--- config.mk ---
export PLATFORM = sky130hd
export DESIGN_NAME = partial_permutation_ranker_flat
export DESIGN_NICKNAME = d
export VERILOG_FILES = /design/src/hw/rtl/ppr_pkg.sv /design/src/hw/rtl/ppr_stream_if.sv /design/src/hw/rtl/ppr_rank_core.sv /design/src/hw/rtl/partial_permutation_ranker.sv /design/src/flat_wrapper.sv
export VERILOG_INCLUDE_DIRS = /design/src /design/src/hw/rtl
export SDC_FILE = /design/constraint.sdc
export NUM_CORES = 1
export LEC_CHECK = 0
export ABC_AREA = 1
export BUFFER_PORTS_ARGS = -buffer_cell sky130_fd_sc_hd__buf_2
export CAP_MARGIN = 20
export CORE_MARGIN = 5
export CORE_UTILIZATION = 58
export DETAILED_ROUTE_END_ITERATION = 6
export HOLD_SLACK_MARGIN = 0.12
export PLACE_DENSITY = 0.79
export SLEW_MARGIN = 30
export SYNTH_ARGS = -nofsm -noshare
export SYNTH_HDL_FRONTEND = slang
export SYNTH_SLANG_ARGS = --single-unit
--- constraint.sdc ---
create_clock -name clk -period 5.7 [get_ports clk]
set_input_delay 0.855 -clock clk [delete_from_list [all_inputs] [get_ports clk]]
set_output_delay 0.855 -clock clk [all_outputs]
set_load 0.01 [all_outputs]
--- src/hw/rtl/assert_macros.svh ---
// Concurrent assertion helpers; the enclosing module provides clk and rst_n.
`ifndef ASSERT_MACROS_SVH
`define ASSERT_MACROS_SVH

// Property holds in the same cycle.
`define ASSERT_NOW(label, prop, msg) \
    label: assert property (@(posedge clk) disable iff (!rst_n) (prop)) else $error(msg);

// Consequent holds in the cycle after the antecedent.
`define ASSERT_NEXT(label, ante, cons, msg) \
    label: assert property (@(posedge clk) disable iff (!rst_n) (ante) |=> (cons)) \
        else $error(msg);

`endif

--- src/hw/rtl/ppr_pkg.sv ---
package ppr_pkg;

    localparam int ElemW = 4;
    localparam int RankW = 32;

    typedef struct packed {
        logic [ElemW-1:0] element_value;
        logic             is_last;
    } ppr_elem_t;

    typedef struct packed {
        logic [RankW-1:0] perm_rank;
        logic             length_error;
    } ppr_result_t;

endpackage

--- src/hw/rtl/ppr_stream_if.sv ---
interface ppr_stream_if #(
    parameter type payload_t = logic
);
    logic     valid;
    logic     ready;
    payload_t payload;

    modport source (output valid, output payload, input ready);
    modport sink (input valid, input payload, output ready);
endinterface

--- src/hw/rtl/ppr_rank_core.sv ---
module ppr_rank_core #(
    parameter int UNIVERSE_SIZE = 16,
    parameter int MAX_LENGTH    = 9
) (
    input  logic                clk,
    input  logic                rst_n,
    input  logic                step,
    input  ppr_pkg::ppr_elem_t  item,
    output ppr_pkg::ppr_result_t result
);

    localparam int LenLimit = (MAX_LENGTH < UNIVERSE_SIZE) ? MAX_LENGTH : UNIVERSE_SIZE;
    localparam int PosW     = $clog2(LenLimit + 1);
    localparam int FactW    = $clog2(UNIVERSE_SIZE + 1);
    localparam int CntW     = $clog2(UNIVERSE_SIZE + 1);

    logic [UNIVERSE_SIZE-1:0]  used_mask_reg, used_mask_next;
    logic [ppr_pkg::RankW-1:0] rank_reg, rank_next;
    logic [PosW-1:0]           pos_reg, pos_next;
    logic                      overflow_reg, overflow_next;

    logic [UNIVERSE_SIZE-1:0]  below;
    logic [UNIVERSE_SIZE-1:0]  hit;
    logic [CntW-1:0]           smaller_free;
    logic [FactW-1:0]          factor;
    logic [ppr_pkg::RankW-1:0] product;
    logic                      at_limit;

    // Values below the element; an element past the universe sees every value below it.
    always_comb
    begin
        for (int b = 0; b < UNIVERSE_SIZE; b++)
        begin
            below[b] = ppr_pkg::ElemW'(b) < item.element_value;
            hit[b]   = ppr_pkg::ElemW'(b) == item.element_value;
        end
    end

    assign smaller_free = CntW'($countones(below & ~used_mask_reg));
    assign factor       = FactW'(UNIVERSE_SIZE) - FactW'(pos_reg);
    assign product      = rank_reg * {{(ppr_pkg::RankW-FactW){1'b0}}, factor};
    assign at_limit     = pos_reg >= PosW'(LenLimit);

    always_comb
    begin
        used_mask_next = used_mask_reg;
        rank_next      = rank_reg;
        pos_next       = pos_reg;
        overflow_next  = overflow_reg;
        if (at_limit)
        begin
            overflow_next = 1'b1;
        end
        else
        begin
            rank_next      = product + {{(ppr_pkg::RankW-CntW){1'b0}}, smaller_free};
            used_mask_next = used_mask_reg | hit;
            pos_next       = pos_reg + PosW'(1);
        end
    end

    always_comb
    begin
        result.length_error = overflow_next;
        result.perm_rank    = overflow_next ? '0 : rank_next;
    end

    always_ff @(posedge clk or negedge rst_n)
    begin
        if (!rst_n)
        begin
            used_mask_reg <= '0;
            rank_reg      <= '0;
            pos_reg       <= '0;
            overflow_reg  <= 1'b0;
        end
        else if (step)
        begin
            // Drop all sequence state once the last element is taken.
            if (item.is_last)
            begin
                used_mask_reg <= '0;
                rank_reg      <= '0;
                pos_reg       <= '0;
                overflow_reg  <= 1'b0;
            end
            else
            begin
                used_mask_reg <= used_mask_next;
                rank_reg      <= rank_next;
                pos_reg       <= pos_next;
                overflow_reg  <= overflow_next;
            end
        end
    end

endmodule

--- src/hw/rtl/partial_permutation_ranker.sv ---
// Ranks a partial permutation of distinct values from 0..UNIVERSE_SIZE-1, one value per
// request, and returns its rank when the request flagged is_last arrives. Sequences longer
// than min(MAX_LENGTH, UNIVERSE_SIZE) return rank 0 with length_error set. One element is
// taken every clock while nothing is held back; the rank passes the input register, then the
// result register before it is presented. A rank the sink has not yet taken holds back only
// the next last element. The rate is set by the rank update loop, one multiply-add of the
// running rank by a factor of at most UNIVERSE_SIZE per clock.
`include "assert_macros.svh"

module partial_permutation_ranker #(
    parameter int UNIVERSE_SIZE = 16,
    parameter int MAX_LENGTH    = 9
) (
    input logic         clk,
    input logic         rst_n,
    ppr_stream_if.sink   elements,
    ppr_stream_if.source ranks
);

    logic                 in_valid_reg;
    ppr_pkg::ppr_elem_t   item_reg;
    logic                 out_valid_reg, out_valid_next;
    ppr_pkg::ppr_result_t result_reg;
    ppr_pkg::ppr_result_t step_result;
    logic                 advance;

    // Advance the held element unless its result would overwrite a stalled one.
    assign advance        = in_valid_reg && (!item_reg.is_last || !out_valid_reg || ranks.ready);
    assign elements.ready = !in_valid_reg || advance;

    ppr_rank_core #(
        .UNIVERSE_SIZE (UNIVERSE_SIZE),
        .MAX_LENGTH    (MAX_LENGTH)
    ) u_core (
        .clk    (clk),
        .rst_n  (rst_n),
        .step   (advance),
        .item   (item_reg),
        .result (step_result)
    );

    always_ff @(posedge clk or negedge rst_n)
    begin
        if (!rst_n)
        begin
            in_valid_reg <= 1'b0;
        end
        else if (elements.ready)
        begin
            in_valid_reg <= elements.valid;
        end
    end

    always_ff @(posedge clk)
    begin
        if (elements.ready && elements.valid)
        begin
            item_reg <= elements.payload;
        end
    end

    always_comb
    begin
        out_valid_next = out_valid_reg && !ranks.ready;
        if (advance && item_reg.is_last)
        begin
            out_valid_next = 1'b1;
        end
    end

    always_ff @(posedge clk or negedge rst_n)
    begin
        if (!rst_n)
        begin
            out_valid_reg <= 1'b0;
        end
        else
        begin
            out_valid_reg <= out_valid_next;
        end
    end

    always_ff @(posedge clk)
    begin
        if (advance && item_reg.is_last)
        begin
            result_reg <= step_result;
        end
    end

    assign ranks.valid   = out_valid_reg;
    assign ranks.payload = result_reg;

    `ASSERT_NOW(a_error_rank_zero,
        !(ranks.valid && ranks.payload.length_error) || (ranks.payload.perm_rank == '0),
        "length error reported with nonzero rank")

    `ASSERT_NEXT(a_last_yields_result, advance && item_reg.is_last, ranks.valid,
        "last element did not produce a result")

    `ASSERT_NEXT(a_held_item_stable, in_valid_reg && !advance,
        in_valid_reg && $stable(item_reg), "held element lost or changed while stalled")

endmodule

--- src/flat_wrapper.sv ---
// flat-port wrapper written by rule: the top's interface ports become plain ports
module partial_permutation_ranker_flat 
#(
    parameter int UNIVERSE_SIZE = 16,
    parameter int MAX_LENGTH    = 9
)
  (clk, rst_n, elements_valid, elements_payload, elements_ready, ranks_valid, ranks_payload, ranks_ready);
  ppr_stream_if #(.payload_t(ppr_pkg::ppr_elem_t)) elements_i ();
  ppr_stream_if #(.payload_t(ppr_pkg::ppr_result_t)) ranks_i ();
  input logic clk;
  input logic rst_n;
  input wire logic [$bits(elements_i.valid)-1:0] elements_valid;
  input wire logic [$bits(elements_i.payload)-1:0] elements_payload;
  output wire logic [$bits(elements_i.ready)-1:0] elements_ready;
  output wire logic [$bits(ranks_i.valid)-1:0] ranks_valid;
  output wire logic [$bits(ranks_i.payload)-1:0] ranks_payload;
  input wire logic [$bits(ranks_i.ready)-1:0] ranks_ready;
  assign elements_i.valid = elements_valid;
  assign elements_i.payload = elements_payload;
  assign elements_ready = elements_i.ready;
  assign ranks_valid = ranks_i.valid;
  assign ranks_payload = ranks_i.payload;
  assign ranks_i.ready = ranks_ready;
  partial_permutation_ranker #(.UNIVERSE_SIZE(UNIVERSE_SIZE), .MAX_LENGTH(MAX_LENGTH)) u_core (.clk(clk), .rst_n(rst_n), .elements(elements_i), .ranks(ranks_i));
endmodule
Word level (Yosys, flattened, before mapping) --
Index checks and enable logic that the tools add are counted.
Storage, ports and cells: register bits after elaboration 93, bits of input ports 9, output and inout port bits 35
Cells by class: add/subtract/negate cells 18, multipliers 1, order comparisons 17, equal/unequal tests 16, multiplexer cells 9, bitwise logic cells 3, reduce and logical (&&, ||, !) cells 13
Operator list (count):
- 32-bit two-way mux | 2
- 32-bit by 5-bit adder with 32-bit output | 1
- 4-bit == test, first input constant | 8
- 4-bit less-than comparator, first input constant | 8
- 32-bit by 5-bit multiplier with 32-bit output | 1
- 16-bit two-way mux | 2
- 1-bit by 1-bit adder with 2-bit output | 8
- 16-bit AND | 1
- 3-bit by 4-bit == test with 1-bit output, first input constant | 4
- 3-bit by 4-bit less-than comparator with 1-bit output, first input constant | 4
- 16-bit inverter | 1
- 16-bit bitwise OR | 1
- 2-bit by 2-bit adder with 3-bit output | 4
- 3-bit by 3-bit adder with 4-bit output | 2
- 2-bit by 4-bit == test with 1-bit output, first input constant | 2
- 1-bit by 4-bit less-than comparator with 1-bit output, first input constant | 2
- 2-bit by 4-bit less-than comparator with 1-bit output, first input constant | 2
- 4-bit two-way mux | 2
- 4-bit by 4-bit adder with 5-bit output | 1
- 5-bit by 4-bit subtractor with 5-bit output, first input constant | 1
- 4-bit by 1-bit adder with 4-bit output, second input constant | 1
- 1-bit by 4-bit == test with 1-bit output, first input constant | 1
- 4-bit >= comparator, second input constant | 1
- 1-bit logical AND | 4
- 6 further kinds | 13

Logic depth before layout (Yosys ltp) --
depth after elaboration 9, gate-level depth with buffers 30

Modules after synthesis --
Synthesis repeated with hierarchy kept, for this count alone.
Unflattened totals: cells, all modules 1455, area, all modules 10780.3 um2
By module, submodules not included:
- ppr_rank_core | times used 1, cells an instance 1403, area an instance 9531.6 um2, seq. area each 1301.2 um2
- partial_permutation_ranker | times used 1, cells an instance 52, area an instance 1248.7 um2, seq. area each 1191.1 um2

Least setup slack after synthesis --
Ideal clock, no wire load.
path kind register to register, start point register u_core.u_core.pos_reg[0], end point register u_core.result_reg (netlist bit u_core.ranks.payload[21]) (data pin), setup time 0.266 ns, arrival time 5.096 ns, data required time 5.434 ns, slack 0.338 ns, stages on the path, launching flop included 24, buffers on the path 3, period minus slack after synthesis 5.362 ns, cell sequence dfrtp_1 -> buf_2 -> inv_1 -> ha_1 -> inv_1 -> nand2_1 -> nand2_1 -> clkbuf_1 -> clkbuf_1 -> nor2_1 -> fa_1 -> inv_1 -> fa_1 -> fa_1 -> inv_1 -> ha_1 -> ha_1 -> ha_1 -> a21oi_1 -> a21boi_0 -> o21ai_0 -> nand3b_1 -> xnor2_1 -> nor2_1
Between the ends: longest elaborated chain between the ends 4, elaborated cells on any way between the ends 6, classes of those cells add/sub: 2; mul: 1; order compare: 1; mux: 2
Ends and longest elaborated chain:
- start: declaration | RTL line ppr_rank_core.sv:19 | logic [PosW-1:0] pos_reg, pos_next;
- start signal: assignment | RTL line ppr_rank_core.sv:91 | pos_reg <= pos_next;
- 5-bit by 4-bit subtractor with 5-bit output | RTL line ppr_rank_core.sv:40 | assign factor = FactW'(UNIVERSE_SIZE) - FactW'(pos_reg);
- 32-bit by 5-bit multiplier with 32-bit output | RTL line ppr_rank_core.sv:41 | assign product = rank_reg * {{(ppr_pkg::RankW-FactW){1'b0}}, factor};
- 32-bit by 5-bit adder with 32-bit output | RTL line ppr_rank_core.sv:56 | rank_next = product + {{(ppr_pkg::RankW-CntW){1'b0}}, smaller_free};
- 32-bit two-way mux | RTL line ppr_rank_core.sv:50 | if (at_limit)
- end signal: assignment | RTL line partial_permutation_ranker.sv:87 | result_reg <= step_result;
- end: declaration | RTL line partial_permutation_ranker.sv:23 | ppr_pkg::ppr_result_t result_reg;
Several ways; a longest one is shown, not always the timed one. A chain may end at the register's enable or synchronous reset.

Worst setup path after layout --
start point register u_core.item_reg[4] (netlist bit), end point register u_core.result_reg (netlist bit u_core.ranks.payload[30]) (data pin)
Between the ends: longest elaborated chain between the ends 8, elaborated cells on any way between the ends 34, classes of those cells add/sub: 16; order compare: 16; mux: 1; bitwise: 1
Ends and longest elaborated chain:
- start: declaration | RTL line partial_permutation_ranker.sv:21 | ppr_pkg::ppr_elem_t item_reg;
- start signal: assignment | RTL line partial_permutation_ranker.sv:58 | item_reg <= elements.payload;
- 1-bit by 4-bit less-than comparator with 1-bit output (tied with other cells) | RTL line ppr_rank_core.sv:34 | below[b] = ppr_pkg::ElemW'(b) < item.element_value;
- 16-bit AND * | RTL line ppr_rank_core.sv:39 | assign smaller_free = CntW'($countones(below & ~used_mask_reg));
- 1-bit by 1-bit adder with 2-bit output (implied by the code) | RTL line ppr_rank_core.sv:39
- 2-bit by 2-bit adder with 3-bit output (implied by the code) | RTL line ppr_rank_core.sv:39
- 3-bit by 3-bit adder with 4-bit output (implied by the code) | RTL line ppr_rank_core.sv:39
- 4-bit by 4-bit adder with 5-bit output (implied by the code) * | RTL line ppr_rank_core.sv:39
- 32-bit by 5-bit adder with 32-bit output * | RTL line ppr_rank_core.sv:56
- 32-bit two-way mux * | RTL line ppr_rank_core.sv:50
Mark *: on every way between the ends. The rest lies on a longest branch, timed or not.

==> metrics <==
outcome finished, final reports clean; Cells after Synth 1357; WL final 27.0 mm; CP Max Fanout 5; io pins 44; # fillers 1559; total routing usage reported by global routing 27.6%; Avg Vias per Cell 5.44; Synth top area share 18.0%; CTS max path bufs 2; crit path capture type register; TNS Setup 0 ns; Leakage 6.32 nW; clock skew 0.0109 ns; Placeable Area 17800 µm²; share of cells above drive strength 1 7.88%; Flop pwr share 18.1%; CTS sink cnt 92; TritonCTS Buffers 9; Seq/Total Area, Yosys 23.8%; post-DP HPWL 20.9 mm; Hold Crit Class register to register; Int Power 2.97 mW; FF+latch count, synth 92; Comb power frac 71.4%; area grow syn2layout 9.03%; CP required 5.81 ns; PwrDens 550 nW/µm²; Max VDD drop 0.321 mV; syn_area_per_cell 7.71 µm²; row cnt 49; global-route wire length before repair 44.9 mm; Post-DRT Antenna Nets 0; worst slew pin tran 0.880 ns; NetSw 3.31 mW; register area 2490 µm²; leading area contributor after synthesis fa_1; f_max 186 MHz; CP max stage delay 0.53 ns; Yosys cell types 40; global route overflow 0; Worst-Skew Late Latency 0.37 ns; Place WS 0.0248 ns; share of power burned in the clock network 10.5%; Synth async-reset ratio 58.7%; initial antenna violation count 0; Post-Place Cells 1620; max FFs per register 33; iteration count of the initial detailed-routing pass 5; n_diodes 0; EDFF count, synth 38; vias in the first global route 9066; final instance area 11400 µm²; initial DRC count 729; Post-synth top flop dfrtp_1; WP data arrival 5.48 ns; Synth warnings 0; clock period minus worst slack 5.38 ns; final RePlAce weighted congestion 1.02; Synth area leaders fa_1 18%, ha_1 15%, dfrtp_1 13%, inv_1 13%, edfxtp_1 11%; Multi-input gate area 6540 µm²; TritonCTS clock tree done; drt wl/cell 16.5 µm; number of port buffers 43; Worst setup SP type register; pin count of the biggest net entering global routing 55; die width 144 µm; Crit Path Class register to register; Slew Viols, Final 0; Starting Density 58.6%; DP Area 11000 µm²; Max Cap Viol 0; CP dominant cell by count inv_1; DR DRC count 0; Setup violations, final 0; Sw Ratio 52.6%; fin cells 1638; clock slew at reported path FFs 0.08 ns; quantity of hold-fixing buffers added after cts 0; Final nets 1633; fin worst setup slack 0.324 ns; WHS 0.496 ns; DR vias 8903; post-synthesis net count 1586; Die H 144 µm; max_slew headroom 41.4%; Hold Vio Cnt, Final 0; Period Utilization, post-route 94.3%; htree depth 3; die footprint 20800 µm²; clk root buf clkbuf_16; Critical-path top delay cell fa_1; Post-Syn Area 10500 µm²
==> cell type report <==
type / instances / area share (%)
clock buffer: 9 / 1.97
clock inverter: 7 / 0.779
inverter: 364 / 12.0
multi-input combinational: 876 / 57.3
sequential: 92 / 21.9
tap: 229 / 2.51
timing repair buffer: 61 / 3.51
==> cell usage after synthesis (4+ instances only) <==
cell type and number:
nand3b_1 6, edfxtp_1 38, dfrtp_1 54, o22ai_1 19, a21oi_1 61, nand2_1 228, xnor2_1 12, xor2_1 6
nand4_1 14, inv_1 359, fa_1 94, nand3_1 51, o21ai_0 34, ha_1 126, a22oi_1 4, clkbuf_1 10
buf_1 7, buf_6 4, nor2_1 173, nor3_1 14, o21a_1 5, inv_2 4, o21bai_1 4
==> path summary, 6_finish.rpt <==
kind	startpoint	end	slack (ns)	cells past startpoint
hold reg to reg	u_core.u_core.used_mask_reg[11]$_DFFE_PN0P_	u_core.u_core.used_mask_reg[11]$_DFFE_PN0P_	0.50	1
setup reg to reg	u_core.item_reg[4]$_DFFE_PP_	u_core.ranks.payload[30]$_SDFFCE_PN0P_	0.32	26
max in group asynchronous	rst_n	u_core.u_core.rank_reg[7]$_DFFE_PN0P_	4.51	2
hold / removal	u_core.u_core.used_mask_reg[11]$_DFFE_PN0P_	u_core.u_core.used_mask_reg[11]$_DFFE_PN0P_	0.50	1
setup / recovery	u_core.item_reg[4]$_DFFE_PP_	u_core.ranks.payload[30]$_SDFFCE_PN0P_	0.32	26
min in group asynchronous	rst_n	u_core.u_core.rank_reg[22]$_DFFE_PN0P_	0.67	2
==> power groups by stage <==
stage          registers, mW  clock network (mW)  logic (mW)
2_1_floorplan           1.16                   0        3.09
3_3_place_gp            1.14                   0        4.25
3_5_place_dp            1.15                   0        4.40
4_1_cts                 1.13               0.671        4.43
5_1_grt                 1.16               0.701        5.13
6_report                1.14               0.662        4.48
==> stage by stage <==
step | power (mW) | utilization, %
6_report | 6.28 | 63.9
4_1_cts | 6.23 | 63.5
3_5_place_dp | 5.54 | 61.7
2_1_floorplan | 4.25 | -
3_3_place_gp | 5.39 | 61.7
5_1_grt | 6.99 | 63.9
==> worst max-delay path, delay by kind of cell (launching register included) <==
family	cells	cell delay (ns)
fa+ha+maj	7	3.07
simple gates	12	1.02
flops	1	0.44
buf+inv	6	0.44
compound gates	1	0.15
==> routing by layer <==
layer / GRT usage [%] / part of all wire, % / vias up
li1: - / - / 4256
met1: 36.7 / 43 / 4301
met2: 47.6 / 49 / 306
met3: 3.87 / 6.3 / 40
met4: 6.87 / 1.9 / 0
met5: 0 / 0 / -
==> cells in the final DEF (no fill, tap or decap), types with 6 or more instances in the layout <==
cell type | netlist | routed
a21oi_1 | 61 | 57
buf_2 | 3 | 43
buf_4 | 1 | 14
clkbuf_16 | 0 | 9
dfrtp_1 | 54 | 54
edfxtp_1 | 38 | 38
fa_1 | 94 | 92
ha_1 | 126 | 124
inv_1 | 359 | 356
inv_2 | 4 | 6
nand2_1 | 228 | 222
nand2_2 | 2 | 7
nand3_1 | 51 | 51
nand3b_1 | 6 | 6
nand4_1 | 14 | 14
nor2_1 | 173 | 170
nor3_1 | 14 | 14
o21ai_0 | 34 | 30
o21ai_1 | 3 | 7
o22ai_1 | 19 | 19
xnor2_1 | 12 | 12
xor2_1 | 6 | 6
==> cell families after synthesis <==
group | count (synthesis) | share of synthesized area, %
compound gates | 143 | 7.80
xor+xnor | 18 | 1.51
fa+ha+maj | 220 | 33.1
buf+inv | 389 | 14.4
flops | 92 | 23.8
simple gates | 495 | 19.4
==> repair_timing <==
item                                    CTS  global route
pin swaps                                 0             2
buffers inserted                          0             2
endpoints found under the setup margin    1            34
cloned                                    0             0
resized for setup                         1            28
(Power assumes the default switching activity.)
